File: config.mk
export PLATFORM = sky130hd
export DESIGN_NAME = cmux_frame_delineator
export DESIGN_NICKNAME = d
export VERILOG_FILES = /design/src/rtl/core/cmuxfd_pkg.sv /design/src/rtl/core/cmuxfd_cfg.sv /design/src/rtl/core/cmuxfd_parser.sv /design/src/rtl/core/cmux_frame_delineator.sv
export SDC_FILE = /design/constraint.sdc
export NUM_CORES = 1
export LEC_CHECK = 0
export BUFFER_PORTS_ARGS = -buffer_cell sky130_fd_sc_hd__buf_2
export CORE_MARGIN = 2
export CORE_UTILIZATION = 45
export CTS_CLUSTER_SIZE = 8
export DETAILED_ROUTE_END_ITERATION = 8
export GPL_TIMING_DRIVEN = 0
export PLACE_DENSITY = 0.76
export SKIP_LAST_GASP = 1
export SLEW_MARGIN = 25
export SYNTH_ARGS = -nofsm -noshare
export SYNTH_HDL_FRONTEND = slang
export SYNTH_SLANG_ARGS = --single-unit
File: constraint.sdc
create_clock -name clk_i -period 5.3 [get_ports clk_i]
set_input_delay 0.53 -clock clk_i [delete_from_list [all_inputs] [get_ports clk_i]]
set_output_delay 0.53 -clock clk_i [all_outputs]
set_load 0.05 [all_outputs]
File: src/rtl/core/cmuxfd_pkg.sv
// Shared types and constants for the multiplexer frame delineator.
package cmuxfd_pkg;

  // Register file layout
  localparam int unsigned CfgIdxW = 2;
  localparam logic [CfgIdxW-1:0] CFG_FRAME_MODE    = 2'd0;
  localparam logic [CfgIdxW-1:0] CFG_BASIC_FLAG    = 2'd1;
  localparam logic [CfgIdxW-1:0] CFG_ADVANCED_FLAG = 2'd2;

  localparam int unsigned ByteW = 8;

  // Reset values of the registers
  localparam logic             FRAME_MODE_RST    = 1'b0;
  localparam logic [ByteW-1:0] BASIC_FLAG_RST    = 8'hF9;
  localparam logic [ByteW-1:0] ADVANCED_FLAG_RST = 8'h7E;

  // Frame modes
  localparam logic MODE_BASIC    = 1'b0;
  localparam logic MODE_ADVANCED = 1'b1;

  // Length field widths
  localparam int unsigned LenLowW = 7;
  localparam int unsigned LenW    = 16;

  typedef struct packed {
    logic             frame_mode;
    logic [ByteW-1:0] basic_flag;
    logic [ByteW-1:0] advanced_flag;
  } cfg_t;

  typedef struct packed {
    logic emit;
    logic first;
    logic last;
  } result_t;

endpackage

File: src/rtl/core/cmuxfd_cfg.sv
// Configuration register file of the frame delineator.
module cmuxfd_cfg import cmuxfd_pkg::*; (
  input  logic               clk_i,
  input  logic               rst_ni,
  input  logic               cfg_valid_i,
  output logic               cfg_ready_o,
  input  logic [CfgIdxW-1:0] cfg_index_i,
  input  logic [ByteW-1:0]   cfg_data_i,
  output cfg_t               cfg_o,
  output logic               mode_wr_o
);

  cfg_t cfg_q;
  logic wr;

  assign cfg_ready_o = 1'b1;
  assign wr          = cfg_valid_i;
  // a mode write of any value drops a partial frame
  assign mode_wr_o   = wr && (cfg_index_i == CFG_FRAME_MODE);
  assign cfg_o       = cfg_q;

  // register writes; indexes beyond the list are ignored
  always_ff @(posedge clk_i or negedge rst_ni) begin
    if (!rst_ni) begin
      cfg_q.frame_mode    <= FRAME_MODE_RST;
      cfg_q.basic_flag    <= BASIC_FLAG_RST;
      cfg_q.advanced_flag <= ADVANCED_FLAG_RST;
    end else if (wr) begin
      case (cfg_index_i)
        CFG_FRAME_MODE:    cfg_q.frame_mode    <= cfg_data_i[0];
        CFG_BASIC_FLAG:    cfg_q.basic_flag    <= cfg_data_i;
        CFG_ADVANCED_FLAG: cfg_q.advanced_flag <= cfg_data_i;
        default: ;
      endcase
    end
  end

endmodule

File: src/rtl/core/cmuxfd_parser.sv
// Per-octet framing state machine: decides pass/drop and first/last marks.
module cmuxfd_parser import cmuxfd_pkg::*; (
  input  logic             clk_i,
  input  logic             rst_ni,
  input  cfg_t             cfg_i,
  input  logic             mode_wr_i,
  input  logic             step_i,
  input  logic [ByteW-1:0] byte_i,
  output result_t          res_o
);

  typedef enum logic [2:0] {
    PH_HUNT  = 3'd0,
    PH_ADDR  = 3'd1,
    PH_CTRL  = 3'd2,
    PH_LEN1  = 3'd3,
    PH_LEN2  = 3'd4,
    PH_INFO  = 3'd5,
    PH_CHECK = 3'd6,
    PH_CLOSE = 3'd7
  } phase_e;

  // in advanced mode the "address" phase stands for "inside a frame"
  localparam phase_e PH_INSIDE = PH_ADDR;

  phase_e              phase_q, phase_d;
  logic [LenW-1:0]     left_q, left_d;
  logic [LenLowW-1:0]  low_q, low_d;
  logic [LenW-1:0]     len2;
  logic [LenW-1:0]     left_dec;
  result_t             res;

  assign len2     = {1'b0, byte_i, low_q};
  assign left_dec = left_q - 1'b1;

  // next state and result for the octet being processed
  always_comb begin
    phase_d = phase_q;
    left_d  = left_q;
    low_d   = low_q;
    res     = '0;
    if (cfg_i.frame_mode == MODE_ADVANCED) begin
      if (phase_q == PH_HUNT) begin
        if (byte_i == cfg_i.advanced_flag) begin
          phase_d   = PH_INSIDE;
          res.emit  = 1'b1;
          res.first = 1'b1;
        end
      end else begin
        res.emit = 1'b1;
        if (byte_i == cfg_i.advanced_flag) begin
          phase_d  = PH_HUNT;
          res.last = 1'b1;
        end
      end
    end else begin
      res.emit = 1'b1;
      case (phase_q)
        PH_HUNT: begin
          if (byte_i == cfg_i.basic_flag) begin
            phase_d   = PH_ADDR;
            res.first = 1'b1;
          end else begin
            res.emit = 1'b0;
          end
        end
        PH_ADDR: phase_d = PH_CTRL;
        PH_CTRL: phase_d = PH_LEN1;
        PH_LEN1: begin
          low_d = byte_i[ByteW-1:1];
          if (byte_i[0]) begin
            left_d  = {{(LenW-LenLowW){1'b0}}, byte_i[ByteW-1:1]};
            phase_d = (byte_i[ByteW-1:1] != '0) ? PH_INFO : PH_CHECK;
          end else begin
            phase_d = PH_LEN2;
          end
        end
        PH_LEN2: begin
          left_d  = len2;
          phase_d = (len2 != '0) ? PH_INFO : PH_CHECK;
        end
        PH_INFO: begin
          left_d = left_dec;
          if (left_dec == '0) phase_d = PH_CHECK;
        end
        PH_CHECK: phase_d = PH_CLOSE;
        PH_CLOSE: begin
          // closing position ends the frame whatever the octet holds
          phase_d  = PH_HUNT;
          left_d   = '0;
          low_d    = '0;
          res.last = 1'b1;
        end
        default: phase_d = PH_HUNT;
      endcase
    end
  end

  assign res_o = step_i ? res : '0;

  // framing state
  always_ff @(posedge clk_i or negedge rst_ni) begin
    if (!rst_ni) begin
      phase_q <= PH_HUNT;
      left_q  <= '0;
      low_q   <= '0;
    end else if (mode_wr_i) begin
      phase_q <= PH_HUNT;
      left_q  <= '0;
      low_q   <= '0;
    end else if (step_i) begin
      phase_q <= phase_d;
      left_q  <= left_d;
      low_q   <= low_d;
    end
  end

  a_mode_wr_clears: assert property (@(posedge clk_i) disable iff (!rst_ni)
    mode_wr_i |=> (phase_q == PH_HUNT) && (left_q == '0) && (low_q == '0))
    else $error("mode write did not clear framing state");

  a_info_counts_down: assert property (@(posedge clk_i) disable iff (!rst_ni)
    step_i && !mode_wr_i && (cfg_i.frame_mode == MODE_BASIC) && (phase_q == PH_INFO)
    |=> left_q == $past(left_dec))
    else $error("information count did not step down");

  a_first_only_from_hunt: assert property (@(posedge clk_i) disable iff (!rst_ni)
    res_o.first |-> (phase_q == PH_HUNT) && res_o.emit && !res_o.last)
    else $error("opening mark outside hunt phase");

endmodule

File: src/rtl/core/cmux_frame_delineator.sv
// Top level of the multiplexer frame delineator: input stage, parser, result register.
//
// Frame delineator for a received octet stream. Takes one octet per clock cycle
// unless the master side stalls it, and forwards only octets that belong to a
// frame (flags included), with tuser marking the opening flag and tlast the octet
// that ends the frame; all other octets are dropped. Throughput is one transaction
// per cycle sustained while m_axis_tready stays high; an accepted octet passes
// through the input register and then the result register before it can be taken
// on the master side. The framing state is updated as an octet leaves the input
// register, so the parser loop sets the rate. s_axis_tready follows m_axis_tready
// combinationally when both stages are full. Configuration writes are always
// accepted and must only be issued while no octet is in flight; a frame_mode write
// discards any partially received frame.
module cmux_frame_delineator import cmuxfd_pkg::*; (
  input  logic               clk_i,
  input  logic               rst_ni,
  // received octets
  input  logic               s_axis_tvalid,
  output logic               s_axis_tready,
  input  logic [7:0]         s_axis_tdata,   // [7:0] rx_byte
  // framed octets
  output logic               m_axis_tvalid,
  input  logic               m_axis_tready,
  output logic [7:0]         m_axis_tdata,   // [7:0] frame_byte
  output logic               m_axis_tuser,   // [0] frame_first
  output logic               m_axis_tlast,
  // register writes
  input  logic               cfg_valid_i,
  output logic               cfg_ready_o,
  input  logic [CfgIdxW-1:0] cfg_index_i,
  input  logic [ByteW-1:0]   cfg_data_i
);

  cfg_t             cfg;
  logic             mode_wr;
  result_t          res;

  logic             in_valid_q;
  logic [ByteW-1:0] in_byte_q;
  logic             out_valid_q;
  logic [ByteW-1:0] out_byte_q;
  logic             out_first_q;
  logic             out_last_q;
  logic             out_free;
  logic             advance;
  logic             in_take;

  cmuxfd_cfg u_cfg (
    .clk_i       (clk_i),
    .rst_ni      (rst_ni),
    .cfg_valid_i (cfg_valid_i),
    .cfg_ready_o (cfg_ready_o),
    .cfg_index_i (cfg_index_i),
    .cfg_data_i  (cfg_data_i),
    .cfg_o       (cfg),
    .mode_wr_o   (mode_wr)
  );

  // input stage moves on whenever the result register can take a result
  assign out_free      = !out_valid_q || m_axis_tready;
  assign advance       = in_valid_q && out_free;
  assign s_axis_tready = !in_valid_q || out_free;
  assign in_take       = s_axis_tvalid && s_axis_tready;

  cmuxfd_parser u_parser (
    .clk_i     (clk_i),
    .rst_ni    (rst_ni),
    .cfg_i     (cfg),
    .mode_wr_i (mode_wr),
    .step_i    (advance),
    .byte_i    (in_byte_q),
    .res_o     (res)
  );

  // input register control
  always_ff @(posedge clk_i or negedge rst_ni) begin
    if (!rst_ni) begin
      in_valid_q <= 1'b0;
    end else if (in_take) begin
      in_valid_q <= 1'b1;
    end else if (advance) begin
      in_valid_q <= 1'b0;
    end
  end

  // input register payload
  always_ff @(posedge clk_i) begin
    if (in_take) in_byte_q <= s_axis_tdata;
  end

  // result register control
  always_ff @(posedge clk_i or negedge rst_ni) begin
    if (!rst_ni) begin
      out_valid_q <= 1'b0;
    end else if (out_free) begin
      out_valid_q <= advance && res.emit;
    end
  end

  // result register payload
  always_ff @(posedge clk_i) begin
    if (out_free && advance && res.emit) begin
      out_byte_q  <= in_byte_q;
      out_first_q <= res.first;
      out_last_q  <= res.last;
    end
  end

  assign m_axis_tvalid = out_valid_q;
  assign m_axis_tdata  = out_byte_q;
  assign m_axis_tuser  = out_first_q;
  assign m_axis_tlast  = out_last_q;

  a_input_held: assert property (@(posedge clk_i) disable iff (!rst_ni)
    in_valid_q && !out_free |=> in_valid_q && (in_byte_q == $past(in_byte_q)))
    else $error("input stage lost an octet while stalled");

  a_result_loaded: assert property (@(posedge clk_i) disable iff (!rst_ni)
    advance && res.emit |=> out_valid_q && (out_byte_q == $past(in_byte_q)))
    else $error("passed octet did not reach the result register");

  a_marks_exclusive: assert property (@(posedge clk_i) disable iff (!rst_ni)
    out_valid_q |-> !(out_first_q && out_last_q))
    else $error("result marked both first and last");

endmodule
=== After elaboration in Yosys (flattened, before gate mapping) ===
Cells that the tools add are included.
Widths: inputs -> output; s select.

* Add/subtract/negate cells: 1
* Equal/unequal tests: 16
* Muxes and demuxes: 33
* Reductions and logical operators: 25

{| class="wikitable"
|+ Operators with widths
! cell !! number
|-
| $mux 16 || 4
|-
| $pmux 16 s4 || 1
|-
| $mux 3 || 11
|-
| $pmux 3 s8 || 1
|-
| $mux 7 || 3
|-
| $eq 8x8->1 || 2
|-
| $logic_not 16->1 || 1
|-
| $reduce_bool 16->1 || 1
|-
| $sub 16x1->16 const B || 1
|-
| $pmux 7 s2 || 1
|-
| $eq 3x3->1 const B || 4
|-
| $mux 1 || 8
|-
| $mux 2 || 4
|-
| $reduce_and 4->1 || 2
|-
| $reduce_bool 7->1 || 1
|-
| $eq 3x2->1 const B || 2
|-
| $logic_and 1x1->1 || 6
|-
| $reduce_and 2->1 || 3
|-
| $reduce_bool 5->1 || 1
|-
| $ne 4x3->1 const B || 1
|-
| $ne 4x4->1 const B || 1
|-
| $reduce_bool 2->1 || 2
|-
| $eq 3x1->1 const B || 1
|-
| $logic_not 3->1 || 1
|-
| 10 further kinds || 12
|}

* Register bits after elaboration: 63
* Input port bits: 23
* Output and inout bits: 13
* Logic and storage cells: 87

=== Logic depth before layout (Yosys ltp) ===
* Word-level depth: 7
* Mapped depth: 8
* Mapped depth without buffers: 8

=== Hierarchy ===
From an unflattened synthesis, not the netlist that was laid out.

* Cell total of the unflattened synthesis: 325
* Area total of the unflattened synthesis: 3357.0 sq um

{| class="wikitable"
|+ Modules (own cells, without submodules)
! module !! instances !! cells an instance !! area each (sq um) !! sequential area each (sq um)
|-
| cmuxfd_parser || 1 || 258 || 2003.2 || 650.6
|-
| cmuxfd_cfg || 1 || 39 || 701.9 || 440.4
|-
| cmux_frame_delineator || 1 || 28 || 651.9 || 590.6
|}

=== Worst setup path after synthesis ===
Ideal clock, no wire load.

* Path type: register -> register
* Start point: register u_parser.left_q[6]
* End point: register u_parser.phase_q[0]
* Setup time: 79 ps
* Data arrival time: 2116 ps
* Required time: 5221 ps
* Slack: 3104 ps
* Cell stages (with the launch flop): 9
* Buffers on the path: 2
* Period minus slack after synthesis: 2196 ps
* Cells stage by stage: dfrtp_1 buf_6 or4_1 buf_2 o41ai_4 and4b_1 o2111ai_1 a21oi_2 mux2i_1

* Cells in the longest elaborated chain, start to end: 4

{| class="wikitable"
|+ RTL lines
! what !! line !! text
|-
| from (decl) || cmuxfd_parser.sv:27 || <nowiki>logic [LenW-1:0] left_q, left_d;</nowiki>
|-
| from (signal assigned) || cmuxfd_parser.sv:113 || <nowiki>left_q <= left_d;</nowiki>
|-
| $sub 16x1->16 || cmuxfd_parser.sv:34 || <nowiki>assign left_dec = left_q - 1'b1;</nowiki>
|-
| $logic_not 16->1 || cmuxfd_parser.sv:84 || <nowiki>if (left_dec == '0) phase_d = PH_CHECK;</nowiki>
|-
| $ne 4x3->1 (no line) || - ||
|-
| $reduce_and 4->1 (no line) || - ||
|-
| to (signal assigned) || cmuxfd_parser.sv:112 || <nowiki>phase_q <= phase_d;</nowiki>
|-
| to (decl) || cmuxfd_parser.sv:26 || <nowiki>phase_e phase_q, phase_d;</nowiki>
|}

No other way between the ends.
A chain may end at the register's enable or synchronous reset.

=== Worst setup path in the final report ===
* Start point: register in_byte_q[2]
* End point: register out_last_q (netlist: m_axis_tlast), enable pin

* Cells in the longest elaborated chain, start to end: 6
* Elaborated cells between the ends (all ways): 9
* Classes of those cells: eq/ne (2); mux (6); reduce/logical (1)

{| class="wikitable"
|+ RTL lines
! what !! line !! text
|-
| from (decl) || cmux_frame_delineator.sv:39 || <nowiki>logic [ByteW-1:0] in_byte_q;</nowiki>
|-
| from (signal assigned) || cmux_frame_delineator.sv:88 || <nowiki>if (in_take) in_byte_q <= s_axis_tdata;</nowiki>
|-
| $eq 8x8->1, on equally long branches || cmuxfd_parser.sv:60, cmuxfd_parser.sv:44 ||
|-
| $mux 1 / $mux 2 (equally long branches) || cmuxfd_parser.sv:60, cmuxfd_parser.sv:44 ||
|-
| $mux 2 / $mux 1 (equally long branches) || cmuxfd_parser.sv:58, cmuxfd_parser.sv:43 ||
|-
| $mux 3 (*) || cmuxfd_parser.sv:42 || <nowiki>if (cfg_i.frame_mode == MODE_ADVANCED) begin</nowiki>
|-
| $mux 3 (*) || cmuxfd_parser.sv:99 || <nowiki>assign res_o = step_i ? res : '0;</nowiki>
|-
| $logic_and 1x1->1 (*) || cmux_frame_delineator.sv:102 || <nowiki>if (out_free && advance && res.emit) begin</nowiki>
|-
| to (signal assigned) || cmux_frame_delineator.sv:105 || <nowiki>out_last_q <= res.last;</nowiki>
|-
| to (decl) || cmux_frame_delineator.sv:43 || <nowiki>logic out_last_q;</nowiki>
|}

Every way passes the cells marked *; elsewhere a longest branch is shown, timed or not.

==> results.yml <==
drt:
  dr.pass1.iters: 5
  drc: 0
  ant_nets: 0
  wire_per_inst_um: 17.09
  dr_wl_met2_mm: 3.875
  vias: 2856
  routed.top_layer: "met4"
  wl_met1_mm: 3.601
  drt-initial-drc-count: 291
  wl_met3_um: 564
  viasPerCell: 5.889
  wirelength_mm: 8.290
yosys:
  yosys_warnings: 0
  synthFlopType: "dfrtp_1"
  syn-mean-instance-area_um2: 10.05
  synth.top_cells.by_area: "dfrtp_1 24%, edfxtp_1 16%, dfstp_2 9.3%, mux2_2 6.0%, xnor2_1 4.9%"
  synthCells: 336
  synth.distinct_cells: 54
  ys_seq_elements: 63
  async_flop_share_pct: 71.43
  yosysTopAreaCellShare_pct: 24.44
  yosysTopAreaCell: "dfrtp_1"
  syn-num-nets: 361
  synth-edff-count: 18
  netlist_area_um2: 3378
  seq_area_frac_synth_pct: 49.78
timing:
  fmax_ghz: 0.3702
  hold_viol_final: 0
  rsz0062_at_grt: "false"
  tightestPinTransition_ps: 836.5
  slew_violations: 0
  setup_viol: 0
  fin_skew_ps: 7.847
  period_needed_ps: 2701
  period_share_pct: 50.97
  fin_setup_tns_ps: 0
  maxSlewHeadroom_pct: 44.11
layout:
  post-route-util_pct: 53.48
  layout.nets: 406
  nFillCells: 672
  seq_area_um2: 1682
  antenna_cells: 0
  syn_to_final_growth_pct: 14.81
  drive_gt1_share_pct: 22.54
  layout_commonest_cell: "buf_2"
  final_cell_mix: "34 x buf_2, 33 x dfrtp_1, 32 x nand2_1, 29 x o21ai_0, 28 x nor2_1"
  multiInputGateArea_um2: 1579
power_and_ir_drop:
  p_leak_nw: 1.482
  intPower_mw: 1.137
  p_comb_share_pct: 40.1
  switching_share_pct: 42.02
  power.density_nw_per_um2: 505.4
  peakVddDrop_uv: 308.7
  clock_power_share_pct: 22.0
  p_switching_mw: 0.8236
  seq_power_share_pct: 37.9
floorplan:
  die_h_um: 90.65
  initial_core_util_pct: 46.58
  pin_count: 36
  rows: 31
  die_area_um2: 8217
  core_um2: 7253
  die_x_um: 90.65
setup_path:
  rr_endpoint: "m_axis_tlast"
  cp_slowest_stage_delay_ps: 620
  path_class: "reg -> reg"
  critical_path.endpoint: "m_axis_tlast"
  worst-path-max-fanout: 10
  critPathRequiredTime_ps: 5290
  critical_path.most_common_cell: "nor3_1"
  worstSetupStartpoint: "in_byte_q[2]"
  start_kind: "register"
  reg2regPathDepth: 6
  critPathTopFamily: "simple AND/OR/NAND/NOR gates"
  ff2ff_setup_slack_ps: 2600
  path_depth: 6
  crit_chain: "clkbuf_1, xnor2_1, nand3_1, nor3_1, nor3_1, nor2_1"
  endpoint_kind: "register"
  crit_path_top_delay_cell: "nor2_1"
  worst-path-buf-inv: 1
  reg2reg_from: "in_byte_q[2]"
  arrival_ps: 2690
cts:
  cts-buffers-inserted: 9
  cts_buffer_depth: 2
  cts_setup_buffers: 0
  cts_sinks: 63
  hold_buffers: 0
  cts_resized: 0
  root_buffer: "clkbuf_8"
  tritoncts: "done"
  cts_max_level: 3
  clk_pin_slew_ps: 80
  insertion_delay_ps: 350
placement:
  place_congestion: 0.9733
  portBuffers: 34
  dp_hpwl_mm: 5.729
min_path:
  hold_path_class: "in -> async"
global_routing:
  grt_use_total_pct: 20.61
  grt_pass1_vias: 2697
  grt_pass1_wl_mm: 13.35
  grt_max_degree: 46
  overflow: 0
  antenna_found_initial: 0
run_status:
  status: "complete, no violations"
run:
  max_cap_viol_count: 0
-- final cells by class --
type,count,share of cell area [%]
Multi-Input combinational cell,245,40.71
Clock inverter,7,2.065
Clock buffer,9,3.194
Inverter,7,0.6774
Timing Repair Buffer,34,4.452
Sequential cell,63,43.35
Tap cell,99,3.194
Buffer,21,2.355
-- registers in the layout, summed over array words and instances, names as in the netlist --
signal / count
u_cfg.cfg_o: 17
u_parser.left_q: 16
in_byte_q: 8
m_axis_tdata: 8
u_parser.low_q: 7
u_parser.phase_q: 3
in_valid_q: 1
m_axis_tlast: 1
m_axis_tuser: 1
m_axis_tvalid: 1
-- power by group through the flow --
| stage | clock network (mW) | logic (mW) | registers, mW |
|---|---|---|---|
| 2_1_floorplan | 0 | 0.506 | 0.812 |
| 3_3_place_gp | 0 | 0.752 | 0.748 |
| 3_5_place_dp | 0 | 0.766 | 0.751 |
| 4_1_cts | 0.438 | 0.775 | 0.743 |
| 5_1_grt | 0.455 | 0.856 | 0.759 |
| 6_report | 0.431 | 0.786 | 0.743 |
-- how the worst min path moves through the flow --
stage / end / slack (ps) / depth (start not counted)
global route: u_parser.left_q[1] / 210 / 1
floorplan: in_valid_q / 230 / 0
detailed placement: m_axis_tdata[2] / 430 / 0
finish: u_parser.left_q[1] / 160 / 1
CTS: in_byte_q[3] / 340 / 1
global placement: m_axis_tdata[2] / 430 / 0
-- kinds of logic after synthesis --
kind of cell,Yosys count,synth area share (%)
muxes,21,6.889
DFF,63,49.78
buffers and inverters,28,3.481
adders and majority gates,2,0.7406
other,1,0.1110
and+or+nand+nor,115,16.82
xor gates and xnor gates,20,5.185
AOI/OAI and AO/OA,86,17.00
-- layer usage --
layer / vias to the layer above / track usage (%)
met2: 123 / 32.15
met5: - / 0
met4: 0 / 8.846
met1: 1375 / 27.27
met3: 28 / 5.259
li1: 1330 / -
-- through the flow --
stage / setup WS (ps) / hold WS [ps] / std cells / instance area [um2] / power, mW
floorplan: 3104 / 234.4 / 336 / 3378 / 1.318
global placement: 2659 / 432.8 / 469 / 3672 / 1.500
detailed placement: 2606 / 430.3 / 469 / 3672 / 1.518
CTS: 2572 / 337.7 / 485 / 3876 / 1.955
global route: 2385 / 209.1 / 485 / 3879 / 2.070
finish: 2599 / 159.3 / 485 / 3879 / 1.960
-- Yosys cell counts, types with 2 or more instances --
| library cell | number |
|---|---|
| a31oi_1 | 3 |
| mux2_2 | 18 |
| dfstp_2 | 12 |
| nand3_1 | 4 |
| inv_1 | 7 |
| clkbuf_1 | 18 |
| a211oi_1 | 5 |
| nor4_1 | 7 |
| o32ai_1 | 2 |
| or4_1 | 4 |
| a32oi_1 | 2 |
| o211ai_1 | 2 |
| a311oi_1 | 2 |
| or3_1 | 4 |
| edfxtp_1 | 18 |
| a2111oi_0 | 3 |
| nand4_1 | 5 |
| ha_1 | 2 |
| o31ai_1 | 8 |
| nand2_1 | 32 |
| nor2_1 | 28 |
| mux2i_1 | 3 |
| nand3b_1 | 3 |
| nor3b_1 | 3 |
| a21o_1 | 2 |
| xnor2_1 | 19 |
| nand2b_1 | 4 |
| o21ai_0 | 29 |
| a22oi_1 | 3 |
| nor3_1 | 14 |
| a21oi_1 | 15 |
| dfrtp_1 | 33 |
No activity file was read; power rests on OpenSTA's default activity.
